$ cat src/assert_macros.svh
// Assertion macros used by the datapath RTL file of the arpeggiator.
`ifndef ASSERT_MACROS_SVH
`define ASSERT_MACROS_SVH

// Check a condition at every rising clock edge outside reset.
`define HNQ_ASSERT(lbl, cond, msg) \
  lbl: assert property (@(posedge clk) disable iff (!rst_n) (cond)) else $error(msg);

// Check that a consequent holds in the same cycle as its antecedent.
`define HNQ_ASSERT_IMPL(lbl, ante, cons, msg) \
  lbl: assert property (@(posedge clk) disable iff (!rst_n) (ante) |-> (cons)) else $error(msg);

`endif

$ cat src/hnq_pkg.sv
// Types, codes and the tone period table of the held note arpeggiator.
package hnq_pkg;

  localparam int NOTE_W     = 7;
  localparam int PERIOD_W   = 11;
  localparam int COUNT_W    = 4;
  localparam int TABLE_SIZE = 87;
  localparam int TABLE_ENTRIES = 87;
  localparam int LAST_IDX =
    ((TABLE_ENTRIES < TABLE_SIZE) ? TABLE_ENTRIES : TABLE_SIZE) - 1;

  // Input actions.
  localparam logic [1:0] ACT_NOTE_ON  = 2'd0;
  localparam logic [1:0] ACT_NOTE_OFF = 2'd1;
  localparam logic [1:0] ACT_TICK     = 2'd2;

  // Arpeggio styles.
  localparam logic [1:0] STYLE_PLAYED = 2'd0;
  localparam logic [1:0] STYLE_UP     = 2'd1;
  localparam logic [1:0] STYLE_DOWN   = 2'd2;
  localparam logic [1:0] STYLE_UPDOWN = 2'd3;

  // Configuration register indexes.
  localparam logic [1:0] REG_TRANSPOSE  = 2'd0;
  localparam logic [1:0] REG_ARP_ENABLE = 2'd1;
  localparam logic [1:0] REG_ARP_STYLE  = 2'd2;

  typedef struct packed {
    logic [1:0]        action;
    logic [NOTE_W-1:0] note;
  } in_item_t;

  typedef struct packed {
    logic                play;
    logic [NOTE_W-1:0]   played_note;
    logic [PERIOD_W-1:0] period;
    logic                attack_start;
    logic                stop;
    logic                dropped;
    logic [COUNT_W-1:0]  held_count;
  } out_item_t;

  typedef struct packed {
    logic [1:0]        index;
    logic [NOTE_W-1:0] data;
  } cfg_write_t;

  typedef enum logic [2:0] {
    KIND_NONE = 3'd0,
    KIND_ON   = 3'd1,
    KIND_FULL = 3'd2,
    KIND_OFF  = 3'd3,
    KIND_TICK = 3'd4
  } hnq_kind_t;

  typedef struct packed {
    logic load;
    logic decode;
    logic prime;
    logic scan;
    logic fetch;
    logic pick;
    logic emit;
  } hnq_cmd_t;

  typedef struct packed {
    hnq_kind_t kind;
    logic      scan_last;
    logic      out_free;
  } hnq_status_t;

  function automatic logic [PERIOD_W-1:0] period_lookup(input logic [NOTE_W-1:0] idx);
    logic [PERIOD_W-1:0] p;
    case (idx)
      7'd0:  p = 11'h7F1;  7'd1:  p = 11'h780;  7'd2:  p = 11'h713;
      7'd3:  p = 11'h6AD;  7'd4:  p = 11'h64D;  7'd5:  p = 11'h5F3;
      7'd6:  p = 11'h59D;  7'd7:  p = 11'h54D;  7'd8:  p = 11'h500;
      7'd9:  p = 11'h4B8;  7'd10: p = 11'h475;  7'd11: p = 11'h435;
      7'd12: p = 11'h3F8;  7'd13: p = 11'h3BF;  7'd14: p = 11'h389;
      7'd15: p = 11'h356;  7'd16: p = 11'h326;  7'd17: p = 11'h2F9;
      7'd18: p = 11'h2CE;  7'd19: p = 11'h2A6;  7'd20: p = 11'h280;
      7'd21: p = 11'h25C;  7'd22: p = 11'h23A;  7'd23: p = 11'h21A;
      7'd24: p = 11'h1FC;  7'd25: p = 11'h1DF;  7'd26: p = 11'h1C4;
      7'd27: p = 11'h1AB;  7'd28: p = 11'h193;  7'd29: p = 11'h17C;
      7'd30: p = 11'h167;  7'd31: p = 11'h152;  7'd32: p = 11'h13F;
      7'd33: p = 11'h12D;  7'd34: p = 11'h11C;  7'd35: p = 11'h10C;
      7'd36: p = 11'h0FD;  7'd37: p = 11'h0EF;  7'd38: p = 11'h0E2;
      7'd39: p = 11'h0D5;  7'd40: p = 11'h0C9;  7'd41: p = 11'h0BD;
      7'd42: p = 11'h0B3;  7'd43: p = 11'h0A9;  7'd44: p = 11'h09F;
      7'd45: p = 11'h096;  7'd46: p = 11'h08E;  7'd47: p = 11'h086;
      7'd48: p = 11'h07E;  7'd49: p = 11'h077;  7'd50: p = 11'h070;
      7'd51: p = 11'h06A;  7'd52: p = 11'h064;  7'd53: p = 11'h05E;
      7'd54: p = 11'h059;  7'd55: p = 11'h054;  7'd56: p = 11'h04F;
      7'd57: p = 11'h04B;  7'd58: p = 11'h046;  7'd59: p = 11'h042;
      7'd60: p = 11'h03F;  7'd61: p = 11'h03B;  7'd62: p = 11'h038;
      7'd63: p = 11'h034;  7'd64: p = 11'h031;  7'd65: p = 11'h02F;
      7'd66: p = 11'h02C;  7'd67: p = 11'h029;  7'd68: p = 11'h027;
      7'd69: p = 11'h025;  7'd70: p = 11'h023;  7'd71: p = 11'h021;
      7'd72: p = 11'h01F;  7'd73: p = 11'h01D;  7'd74: p = 11'h01B;
      7'd75: p = 11'h01A;  7'd76: p = 11'h018;  7'd77: p = 11'h017;
      7'd78: p = 11'h015;  7'd79: p = 11'h014;  7'd80: p = 11'h013;
      7'd81: p = 11'h012;  7'd82: p = 11'h011;  7'd83: p = 11'h010;
      7'd84: p = 11'h00F;  7'd85: p = 11'h00E;  7'd86: p = 11'h00D;
      default: p = 11'h00D;
    endcase
    return p;
  endfunction

endpackage

$ cat src/hnq_if.sv
// Valid/ready channel interfaces for note items, results and register writes.
interface hnq_in_if ();
  logic             valid;
  logic             ready;
  hnq_pkg::in_item_t data;
  modport source (output valid, output data, input ready);
  modport sink (input valid, input data, output ready);
endinterface

interface hnq_out_if ();
  logic              valid;
  logic              ready;
  hnq_pkg::out_item_t data;
  modport source (output valid, output data, input ready);
  modport sink (input valid, input data, output ready);
endinterface

interface hnq_cfg_if ();
  logic               valid;
  logic               ready;
  hnq_pkg::cfg_write_t data;
  modport source (output valid, output data, input ready);
  modport sink (input valid, input data, output ready);
endinterface

$ cat src/held_note_queue_arpeggiator_unit.sv
// On/off: decode, prime, scan, emit; arp tick: decode, fetch, pick, emit; others: decode, emit.
// Note on and note off walk both queue memories one entry a cycle in the scan.
// One item is in work at a time; the next is taken once the result sits in the output register.
// A waiting result does not block the next item; only a second result waits for out ready.
// Synchronous active-low reset: no notes held, voice silent, configuration registers zero, no clearing pass.
module held_note_queue_arpeggiator_unit #(
  parameter int QUEUE_DEPTH = 8
) (
  input logic       clk,
  input logic       rst_n,
  hnq_in_if.sink    in_if,
  hnq_out_if.source out_if,
  hnq_cfg_if.sink   cfg_if
);

  hnq_pkg::hnq_cmd_t    cmd;
  hnq_pkg::hnq_status_t status;

  // Register writes are always taken.
  assign cfg_if.ready = 1'b1;

  hnq_ctrl u_ctrl (
    .clk      (clk),
    .rst_n    (rst_n),
    .in_valid (in_if.valid),
    .in_ready (in_if.ready),
    .status   (status),
    .cmd      (cmd)
  );

  hnq_datapath #(
    .QUEUE_DEPTH (QUEUE_DEPTH)
  ) u_datapath (
    .clk       (clk),
    .rst_n     (rst_n),
    .in_data   (in_if.data),
    .cfg_valid (cfg_if.valid),
    .cfg_data  (cfg_if.data),
    .cmd       (cmd),
    .status    (status),
    .out_ready (out_if.ready),
    .out_valid (out_if.valid),
    .out_data  (out_if.data)
  );

endmodule

$ cat src/hnq_ctrl.sv
// Sequencing state machine for one note item at a time.
module hnq_ctrl (
  input  logic                 clk,
  input  logic                 rst_n,
  input  logic                 in_valid,
  output logic                 in_ready,
  input  hnq_pkg::hnq_status_t status,
  output hnq_pkg::hnq_cmd_t    cmd
);

  typedef enum logic [6:0] {
    ST_IDLE   = 7'b0000001,
    ST_DECODE = 7'b0000010,
    ST_PRIME  = 7'b0000100,
    ST_SCAN   = 7'b0001000,
    ST_FETCH  = 7'b0010000,
    ST_PICK   = 7'b0100000,
    ST_EMIT   = 7'b1000000
  } ctl_state_t;

  ctl_state_t state_r, state_nxt;

  always_ff @(posedge clk) begin
    if (!rst_n) begin
      state_r <= ST_IDLE;
    end else begin
      state_r <= state_nxt;
    end
  end

  always_comb begin
    state_nxt = state_r;
    case (state_r)
      ST_IDLE: begin
        if (in_valid) state_nxt = ST_DECODE;
      end
      ST_DECODE: begin
        case (status.kind)
          hnq_pkg::KIND_ON,
          hnq_pkg::KIND_OFF:  state_nxt = ST_PRIME;
          hnq_pkg::KIND_TICK: state_nxt = ST_FETCH;
          default:            state_nxt = ST_EMIT;
        endcase
      end
      ST_PRIME: state_nxt = ST_SCAN;
      ST_SCAN: begin
        if (status.scan_last) state_nxt = ST_EMIT;
      end
      ST_FETCH: state_nxt = ST_PICK;
      ST_PICK:  state_nxt = ST_EMIT;
      ST_EMIT: begin
        if (status.out_free) state_nxt = ST_IDLE;
      end
      default: state_nxt = ST_IDLE;
    endcase
  end

  assign in_ready   = (state_r == ST_IDLE);
  assign cmd.load   = (state_r == ST_IDLE) && in_valid;
  assign cmd.decode = (state_r == ST_DECODE);
  assign cmd.prime  = (state_r == ST_PRIME);
  assign cmd.scan   = (state_r == ST_SCAN);
  assign cmd.fetch  = (state_r == ST_FETCH);
  assign cmd.pick   = (state_r == ST_PICK);
  assign cmd.emit   = (state_r == ST_EMIT) && status.out_free;

endmodule

$ cat src/hnq_datapath.sv
// Note queues, arpeggio stepping, period lookup and the result register.
`include "assert_macros.svh"

module hnq_datapath #(
  parameter int QUEUE_DEPTH = 8
) (
  input  logic                 clk,
  input  logic                 rst_n,
  input  hnq_pkg::in_item_t    in_data,
  input  logic                 cfg_valid,
  input  hnq_pkg::cfg_write_t  cfg_data,
  input  hnq_pkg::hnq_cmd_t    cmd,
  output hnq_pkg::hnq_status_t status,
  input  logic                 out_ready,
  output logic                 out_valid,
  output hnq_pkg::out_item_t   out_data
);

  localparam int AW = (QUEUE_DEPTH > 1) ? $clog2(QUEUE_DEPTH) : 1;
  localparam int CW = $clog2(QUEUE_DEPTH + 1);
  localparam int NW = hnq_pkg::NOTE_W;
  localparam logic [CW-1:0] DEPTH_C = CW'(QUEUE_DEPTH);

  // Configuration registers.
  logic [NW-1:0] transpose_r;
  logic          arp_en_r;
  logic [1:0]    style_r;

  // Queue memories, press order and ascending.
  logic [NW-1:0] pmem [QUEUE_DEPTH];
  logic [NW-1:0] smem [QUEUE_DEPTH];
  logic [NW-1:0] prd_r, srd_r;

  logic [CW-1:0]      held_r;
  logic [AW-1:0]      pos_r;
  logic               asc_r;
  logic               sounding_r;
  hnq_pkg::in_item_t  item_r;
  hnq_pkg::hnq_kind_t kind_r;
  logic [CW-1:0]      idx_r;
  logic               ins_r;
  logic               found_r;
  logic               sfound_r;
  logic [NW-1:0]      carry_r;
  logic [NW-1:0]      play_note_r;
  logic [AW-1:0]      arp_addr_r;
  logic               arp_sorted_r;
  logic               out_valid_r;
  hnq_pkg::out_item_t out_data_r;

  // Classification of the loaded item.
  hnq_pkg::hnq_kind_t kind_c;
  always_comb begin
    case (item_r.action)
      hnq_pkg::ACT_NOTE_ON:
        kind_c = (held_r < DEPTH_C) ? hnq_pkg::KIND_ON : hnq_pkg::KIND_FULL;
      hnq_pkg::ACT_NOTE_OFF:
        kind_c = (held_r != '0) ? hnq_pkg::KIND_OFF : hnq_pkg::KIND_NONE;
      hnq_pkg::ACT_TICK:
        kind_c = (arp_en_r && held_r > CW'(1)) ? hnq_pkg::KIND_TICK : hnq_pkg::KIND_NONE;
      default:
        kind_c = hnq_pkg::KIND_NONE;
    endcase
  end

  // Arpeggio step.
  logic [CW-1:0] top_c, pos_ext, pos_inc, clamp_c, np_c, addr_c;
  logic          asc_c, sel_sorted_c;
  always_comb begin
    top_c   = held_r - CW'(1);
    pos_ext = CW'(pos_r);
    pos_inc = pos_ext + CW'(1);
    clamp_c = pos_ext;
    asc_c   = asc_r;
    if (held_r == CW'(2) || style_r != hnq_pkg::STYLE_UPDOWN) begin
      np_c = (pos_inc > top_c) ? '0 : pos_inc;
      if (held_r == CW'(2) || style_r == hnq_pkg::STYLE_PLAYED) begin
        sel_sorted_c = 1'b0;
        addr_c       = np_c;
      end else if (style_r == hnq_pkg::STYLE_UP) begin
        sel_sorted_c = 1'b1;
        addr_c       = np_c;
      end else begin
        sel_sorted_c = 1'b1;
        addr_c       = top_c - np_c;
      end
    end else begin
      // Clamp a position left high by a note off, then bounce at the ends.
      if (pos_ext > top_c) clamp_c = top_c;
      if (clamp_c >= top_c) asc_c = 1'b0;
      else if (clamp_c == '0) asc_c = 1'b1;
      np_c         = asc_c ? clamp_c + CW'(1) : clamp_c - CW'(1);
      sel_sorted_c = 1'b1;
      addr_c       = np_c;
    end
  end

  // Scan control.
  logic          on_scan, off_scan, at_held, at_top, ins_c, found_c;
  logic [CW-1:0] idx_inc, idx_dec;
  logic [AW-1:0] raddr;
  assign on_scan  = cmd.scan && (kind_r == hnq_pkg::KIND_ON);
  assign off_scan = cmd.scan && (kind_r == hnq_pkg::KIND_OFF);
  assign at_held  = (idx_r == held_r);
  assign at_top   = (idx_r == top_c);
  assign ins_c    = !ins_r && (at_held || srd_r > item_r.note);
  assign found_c  = found_r || (prd_r == item_r.note);
  assign idx_inc  = idx_r + CW'(1);
  assign idx_dec  = idx_r - CW'(1);

  always_comb begin
    if (cmd.scan) begin
      raddr = (idx_inc < DEPTH_C) ? idx_inc[AW-1:0] : '0;
    end else if (cmd.fetch) begin
      raddr = arp_addr_r;
    end else if (cmd.prime) begin
      // Read the first entry ahead of the scan.
      raddr = '0;
    end else begin
      raddr = '0;
    end
  end

  logic          p_we, s_we;
  logic [AW-1:0] p_waddr, s_waddr;
  logic [NW-1:0] p_wdata, s_wdata;
  always_comb begin
    p_we    = 1'b0;
    p_waddr = idx_r[AW-1:0];
    p_wdata = item_r.note;
    s_we    = 1'b0;
    s_waddr = idx_r[AW-1:0];
    s_wdata = item_r.note;
    if (on_scan) begin
      p_we    = at_held;
      s_we    = ins_r || ins_c;
      s_wdata = ins_r ? carry_r : item_r.note;
    end else if (off_scan) begin
      // Close the gap left by the removed note.
      p_we    = found_r;
      p_waddr = idx_dec[AW-1:0];
      p_wdata = prd_r;
      s_we    = sfound_r;
      s_waddr = idx_dec[AW-1:0];
      s_wdata = srd_r;
    end
  end

  always_ff @(posedge clk) begin
    if (p_we) pmem[p_waddr] <= p_wdata;
    if (s_we) smem[s_waddr] <= s_wdata;
    prd_r <= pmem[raddr];
    srd_r <= smem[raddr];
  end

  assign status.kind      = kind_c;
  assign status.scan_last = (kind_r == hnq_pkg::KIND_ON) ? at_held : at_top;
  assign status.out_free  = !out_valid_r || out_ready;

  // Period lookup at note plus transpose, saturated to the table.
  logic signed [8:0]   sum_c;
  logic [NW-1:0]       tidx_c;
  logic [hnq_pkg::PERIOD_W-1:0] period_c;
  always_comb begin
    sum_c = $signed({2'b00, play_note_r}) + $signed({{2{transpose_r[NW-1]}}, transpose_r});
    if (sum_c < 0) begin
      tidx_c = '0;
    end else if (sum_c > $signed(9'(hnq_pkg::LAST_IDX))) begin
      tidx_c = NW'(hnq_pkg::LAST_IDX);
    end else begin
      tidx_c = sum_c[NW-1:0];
    end
    period_c = hnq_pkg::period_lookup(tidx_c);
  end

  logic              play_c, stop_c, drop_c;
  logic [CW+3:0]     held_wide;
  hnq_pkg::out_item_t result_c;
  always_comb begin
    play_c = (kind_r == hnq_pkg::KIND_ON) || (kind_r == hnq_pkg::KIND_TICK) ||
             ((kind_r == hnq_pkg::KIND_OFF) && found_r && held_r != '0);
    stop_c = (kind_r == hnq_pkg::KIND_OFF) && found_r && held_r == '0;
    drop_c = (kind_r == hnq_pkg::KIND_FULL);
    held_wide             = {4'b0000, held_r};
    result_c.play         = play_c;
    result_c.played_note  = play_c ? play_note_r : '0;
    result_c.period       = play_c ? period_c : '0;
    result_c.attack_start = play_c && !sounding_r;
    result_c.stop         = stop_c;
    result_c.dropped      = drop_c;
    result_c.held_count   = held_wide[3:0];
  end

  // Control state.
  always_ff @(posedge clk) begin
    if (!rst_n) begin
      transpose_r <= '0;
      arp_en_r    <= 1'b0;
      style_r     <= hnq_pkg::STYLE_PLAYED;
      held_r      <= '0;
      pos_r       <= '0;
      asc_r       <= 1'b1;
      sounding_r  <= 1'b0;
      out_valid_r <= 1'b0;
    end else begin
      if (cfg_valid) begin
        case (cfg_data.index)
          hnq_pkg::REG_TRANSPOSE:  transpose_r <= cfg_data.data;
          hnq_pkg::REG_ARP_ENABLE: arp_en_r    <= cfg_data.data[0];
          hnq_pkg::REG_ARP_STYLE:  style_r     <= cfg_data.data[1:0];
          default: ;
        endcase
      end
      if (cmd.decode && kind_c == hnq_pkg::KIND_TICK) begin
        pos_r <= np_c[AW-1:0];
        asc_r <= asc_c;
      end
      if (on_scan && at_held) held_r <= held_r + CW'(1);
      if (off_scan && at_top && found_c) held_r <= held_r - CW'(1);
      if (cmd.emit) begin
        out_valid_r <= 1'b1;
        if (play_c) sounding_r <= 1'b1;
        else if (stop_c) sounding_r <= 1'b0;
      end else if (out_ready) begin
        out_valid_r <= 1'b0;
      end
    end
  end

  // Per-item working registers.
  always_ff @(posedge clk) begin
    if (cmd.load) begin
      item_r      <= in_data;
      play_note_r <= in_data.note;
    end
    if (cmd.decode) begin
      kind_r       <= kind_c;
      idx_r        <= '0;
      ins_r        <= 1'b0;
      found_r      <= 1'b0;
      sfound_r     <= 1'b0;
      arp_addr_r   <= addr_c[AW-1:0];
      arp_sorted_r <= sel_sorted_c;
    end
    if (cmd.scan) idx_r <= idx_inc;
    if (on_scan) begin
      if (ins_c) ins_r <= 1'b1;
      carry_r <= srd_r;
    end
    if (off_scan) begin
      found_r  <= found_c;
      sfound_r <= sfound_r || (srd_r == item_r.note);
      // Track the newest note that stays held.
      if (found_r || prd_r != item_r.note) play_note_r <= prd_r;
    end
    if (cmd.pick) play_note_r <= arp_sorted_r ? srd_r : prd_r;
    if (cmd.emit) out_data_r <= result_c;
  end

  assign out_valid = out_valid_r;
  assign out_data  = out_data_r;

  `HNQ_ASSERT(a_held_range, held_r <= DEPTH_C, "held count beyond queue depth")
  `HNQ_ASSERT_IMPL(a_scan_bound, cmd.scan, idx_r <= held_r, "scan ran past the held notes")
  `HNQ_ASSERT_IMPL(a_arp_addr, cmd.pick, CW'(arp_addr_r) < held_r, "arp read outside held notes")
  `HNQ_ASSERT_IMPL(a_play_sounds, out_valid_r && out_data_r.play, sounding_r,
                   "played result while voice silent")

endmodule

$ cat src/flat_wrapper.sv
// flat-port wrapper written by rule: the top's interface ports become plain ports
module held_note_queue_arpeggiator_unit_flat 
#(
  parameter int QUEUE_DEPTH = 8
)
  (clk, rst_n, in_if_valid, in_if_data, in_if_ready, out_if_valid, out_if_data, out_if_ready, cfg_if_valid, cfg_if_data, cfg_if_ready);
  hnq_in_if in_if_i ();
  hnq_out_if out_if_i ();
  hnq_cfg_if cfg_if_i ();
  input logic clk;
  input logic rst_n;
  input wire logic [$bits(in_if_i.valid)-1:0] in_if_valid;
  input wire logic [$bits(in_if_i.data)-1:0] in_if_data;
  output wire logic [$bits(in_if_i.ready)-1:0] in_if_ready;
  output wire logic [$bits(out_if_i.valid)-1:0] out_if_valid;
  output wire logic [$bits(out_if_i.data)-1:0] out_if_data;
  input wire logic [$bits(out_if_i.ready)-1:0] out_if_ready;
  input wire logic [$bits(cfg_if_i.valid)-1:0] cfg_if_valid;
  input wire logic [$bits(cfg_if_i.data)-1:0] cfg_if_data;
  output wire logic [$bits(cfg_if_i.ready)-1:0] cfg_if_ready;
  assign in_if_i.valid = in_if_valid;
  assign in_if_i.data = in_if_data;
  assign in_if_ready = in_if_i.ready;
  assign out_if_valid = out_if_i.valid;
  assign out_if_data = out_if_i.data;
  assign out_if_i.ready = out_if_ready;
  assign cfg_if_i.valid = cfg_if_valid;
  assign cfg_if_i.data = cfg_if_data;
  assign cfg_if_ready = cfg_if_i.ready;
  held_note_queue_arpeggiator_unit #(.QUEUE_DEPTH(QUEUE_DEPTH)) u_core (.clk(clk), .rst_n(rst_n), .in_if(in_if_i), .out_if(out_if_i), .cfg_if(cfg_if_i));
endmodule
$ cat config.mk
export PLATFORM = sky130hd
export DESIGN_NAME = held_note_queue_arpeggiator_unit_flat
export DESIGN_NICKNAME = d
export VERILOG_FILES = /design/src/hnq_pkg.sv /design/src/hnq_if.sv /design/src/held_note_queue_arpeggiator_unit.sv /design/src/hnq_ctrl.sv /design/src/hnq_datapath.sv /design/src/flat_wrapper.sv
export VERILOG_INCLUDE_DIRS = /design/src /design/src/src
export SDC_FILE = /design/constraint.sdc
export NUM_CORES = 1
export LEC_CHECK = 0
export ABC_AREA = 1
export BUFFER_PORTS_ARGS = -buffer_cell sky130_fd_sc_hd__buf_2
export CORE_ASPECT_RATIO = 0.9
export CORE_UTILIZATION = 35
export DETAILED_ROUTE_END_ITERATION = 8
export SLEW_MARGIN = 15
export SYNTH_ARGS = -nofsm -noshare
export SYNTH_HDL_FRONTEND = slang
export SYNTH_SLANG_ARGS = --single-unit
$ cat constraint.sdc
create_clock -name clk -period 4.1 [get_ports clk]
set_input_delay 0.205 -clock clk [delete_from_list [all_inputs] [get_ports clk]]
set_output_delay 0.205 -clock clk [all_outputs]
set_load 0.005 [all_outputs]
==> results by stage <==
Worst setup path:
- The setup check on the worst reg-to-reg path leaves a slack of 0.18 ns.
- Among all stages on the critical path, the largest delay is contributed by fa_1.
- The critical path goes through inv_2 > ha_2 > xnor2_2 > ha_1 > nand2_1 > o21ai_0 > o21a_1 > nand2_4 > nand2_1 > o21ai_4 > inv_2 > ha_1 > inv_1 > a21boi_0 > o21a_1 > o21ai_2 > nand2_2 > fa_1 > or2_1 > nand2_1 > nand3_1 > nand3_2 > a31oi_1.
- The kind of end point of the critical path is a register.
- The critical path data required time is 4.38 ns.
- The largest stage delay on the critical path is 0.43 ns.
- For the worst setup path, the data arrival time is 4.20 ns.
- The worst register-to-register path ends at u_core.u_datapath.arp_addr_r[2].
- The element type at the critical path start is a register.
- The source of the worst register-to-register timing path is u_core.u_datapath.held_r[0].
- By startpoint and endpoint, the worst setup path is classified as register to register.
- The most used cell along the critical path is nand2_1.
- The largest fanout on the critical path is 6.
- Measured in cells, the most critical reg-to-reg path has a length of 23.

Global routing:
- The total track usage is 17.3%.
- The wire length of the first global-routing pass is 44900 um.
- For this run the aggregate overflow at the end of global routing stands at 0.
- The number of antenna violations at the first check in global routing was 0.
- The number of global-route vias before repair is 8365.
- The largest net degree at the start of global routing is 57.

Yosys:
- In the post-synthesis netlist, the biggest area contributors are edfxtp_1 44%, dfxtp_1 8.7%, nand2_1 7.8%.
- The share of synthesized registers carrying an async set or reset is 0%.
- The post-synthesis instance area is 11300 um^2.
- The register area share after synthesis is 53.1%.
- The number of flip-flops and latches in the synthesized netlist is 216.
- Synthesis produced a netlist whose cell count is 1227.
- Synthesis produced a netlist with a net count of 1295.
- The number of synthesized flops with an enable pin is 167.
- The biggest area consumer among synthesized cells is edfxtp_1.
- The mean area per synthesized cell is 9.20 um^2.
- The predominant post-synthesis flop cell is edfxtp_1.
- Yosys printed 0 warnings.
- The count of cell types in the netlist is 56.
- Summed over its instances, the top area cell type makes up 44.4% of the synthesized netlist area.

Hold path:
- The startpoint identified for the worst hold timing path is cfg_if_data[8].
- The number of instances on the worst hold path is 3.
- The min-delay analysis places its worst path in the category primary input to register.
- The endpoint of the worst hold-timing path is u_core.u_datapath.arp_en_r.

Run:
- The number of maximum-capacitance violations is 0.

Finish:
- Leaving out fill and tap cells, the most frequent cell in the layout is nand2_1.
- In the layout the commonest cells are 235 x nand2_1, 167 x edfxtp_1, 141 x nor2_1.
- The fraction of layout cells with a size suffix above 1 is 12.2%.
- At the end of the flow, the number of nets in the layout was 1369.
- The count of antenna diodes in the layout is 0.
- The area added between synthesis and finish is 15.5%.

Timing:
- The number of endpoints with negative hold slack in the final report was 0.
- The final count of pins violating max slew is 0.
- The worst path in the final design needs a cycle of 3.92 ns, including I/O delays and setup.
- The final clock skew is 0.0157 ns.
- The slew at the pin closest to its max-slew limit is 1.17 ns.
- Once routing completed, OpenROAD measured the worst setup slack at 0.184 ns.
- The post-route fraction of the period consumed by the critical path is 95.5%.
- The setup total negative slack is 0 ns.
- Timing would allow up to 255 MHz.
- Setup violations remaining at the end of the flow were counted as 0.
- In this run the tightest slew margin relative to its limit is 22.1%.

Floorplanning:
- The cell row count is 62.
- The die covers 33000 um^2.
- The die is 191 um wide.
- The vertical die dimension is 172 um.
- The initial core utilization is 35.5%.
- The core footprint is 31800 um^2.
- Pin placement for this block handled 52 I/O pins.

Routing:
- After detailed routing, the average wire length per cell comes to 16.4 um.
- The aggregate routed wire length is 28500 um.
- The final antenna-violating net count is 0.
- The final routed DRC violation total is 0.
- Dividing the detail-routed via count by the number of cells gives 5.12.
- The count of vias placed by the detailed router is 8895.
- The DRC violation total after the first TritonRoute iteration is 711.
- The first TritonRoute pass finished after 5 iterations.

Clocking:
- Counting the buffers created by CTS gives 25.
- The clock sink count is 216.
- TritonCTS built the clock tree.
- The clock passes through at most 3 buffers.
- The cell sitting at the root of the clock tree is a clkbuf_16.
- After clock tree synthesis, the clock-pin slew on the worst setup and hold paths is 0.06 ns.
- In this run the number of H-tree levels came out at 1.
- The later-pin clock latency in the skew report is 0.54 ns.

Place:
- Routability-driven placement finished with a final weighted congestion of 0.963.
- The HPWL after detailed placement is 20100 um.
- Prior to clock tree synthesis, the placed netlist has a worst setup slack of 0.0849 ns.
- The number of buffers added on ports is 50.

Power and ir drop:
- The leakage power of the design is 5.30 nW.
- The total power per unit cell area is 463 nW/um^2.
- The total power is 6.03 mW.
- The worst-case vdd ir drop is 276 uV.

Run status:
- The run finished with clean final reports.
## per-stage QoR
| step | cells | hold WS (ns) | instance area, um^2 | util (%) |
|---|---|---|---|---|
| 2_1_floorplan | 1227 | 0.304 | 11300 | - |
| 3_3_place_gp | 1671 | 0.387 | 12000 | 37.7 |
| 3_5_place_dp | 1671 | 0.383 | 12000 | 37.7 |
| 4_1_cts | 1734 | 0.00554 | 13000 | 40.9 |
| 5_1_grt | 1736 | 0.0287 | 13000 | 41.0 |
| 6_report | 1736 | 0.0133 | 13000 | 41.0 |
## where the power goes
group,internal (mW),total [mW],switching (mW)
Clock,1.32,2.23,0.912
Sequential,2.40,2.43,0.0284
Combinational,0.415,1.37,0.957
## critical path: cells and delay by family, from the launching register on
kind | cells | cell delay (ns)
buffers and inverters | 3 | 0.22
AND/OR/NAND/NOR | 8 | 0.91
XOR/XNOR | 1 | 0.14
flip-flops | 1 | 0.34
adder cells (fa/ha/maj) | 4 | 1.16
AO/OA/AOI/OAI | 7 | 0.90
## timing repair
item / CTS / global route
hold buffers: 17 / 0
setup buffers: 0 / 2
hold endpoints to repair: 18 / 0
setup endpoints to repair: 0 / 2
gates resized for setup: 0 / 6
## cells by family after synthesis
group | count (synthesis) | share of synthesized area (%)
simple gates | 515 | 20.0
compound gates | 256 | 13.4
flops | 216 | 53.1
buf+inv | 167 | 6.07
fa+ha+maj | 45 | 5.19
xor+xnor | 20 | 1.62
mux | 7 | 0.632
other cells | 1 | 0.0332
## registers in the layout, indices dropped and copies added (netlist names), 2 cells and up
register                       cells
u_core.u_datapath.carry_r          7
u_core.u_datapath.srd_r            7
u_core.u_datapath.item_r           9
u_core.u_datapath.held_r           4
u_core.u_datapath.transpose_r      7
u_core.u_datapath.prd_r            7
u_core.u_datapath.style_r          2
u_core.u_datapath.arp_addr_r       3
u_core.u_datapath.kind_r           3
u_core.u_datapath.smem            56
u_core.u_datapath.pos_r            3
u_core.u_datapath.idx_r            4
u_core.u_datapath.play_note_r      7
u_core.u_datapath.out_data        26
u_core.u_ctrl.state_r              7
u_core.u_datapath.pmem            56
## final cells by class
cell class                      instances  area, um^2
Clock inverter                         13         144
Sequential cell                       216        6000
Inverter                              126         475
Tap cell                              416         520
Timing Repair Buffer                   88         578
Clock buffer                           33         686
Multi-Input combinational cell        844        4640
Fill cell                            3147       18800
## synth_stat cells, drive strengths merged, types with 17 or more instances
cell	n
a21oi	46
a31oi	23
buf	24
clkbuf	17
dfxtp	49
edfxtp	167
ha	42
inv	122
nand2	246
nand3	82
nor2	150
o21ai	112
o21bai	28
## worst max-delay path by stage
stage	from	end	slack, ns
3_5_place_dp	u_core.u_datapath.held_r[0]	u_core.u_datapath.arp_addr_r[2]	0.08
5_1_grt	u_core.u_datapath.held_r[0]	u_core.u_datapath.arp_addr_r[2]	-0.006
3_3_place_gp	u_core.u_datapath.held_r[0]	u_core.u_datapath.arp_addr_r[2]	0.20
4_1_cts	u_core.u_datapath.held_r[0]	u_core.u_datapath.arp_addr_r[2]	0.08
2_1_floorplan	u_core.u_datapath.held_r[0]	u_core.u_datapath.arp_addr_r[2]	0.0007
6_report	u_core.u_datapath.held_r[0]	u_core.u_datapath.arp_addr_r[2]	0.18
## layer usage
| layer | vias up | global-route usage [%] | routed length [um] |
|---|---|---|---|
| li1 | 4373 | - | - |
| met1 | 4223 | 24.2 | 13700 |
| met2 | 254 | 27.5 | 12700 |
| met3 | 45 | 2.70 | 1560 |
| met4 | 0 | 5.24 | 584 |
| met5 | - | 0 | 0 |
No activity file was read; power rests on OpenSTA's default activity.
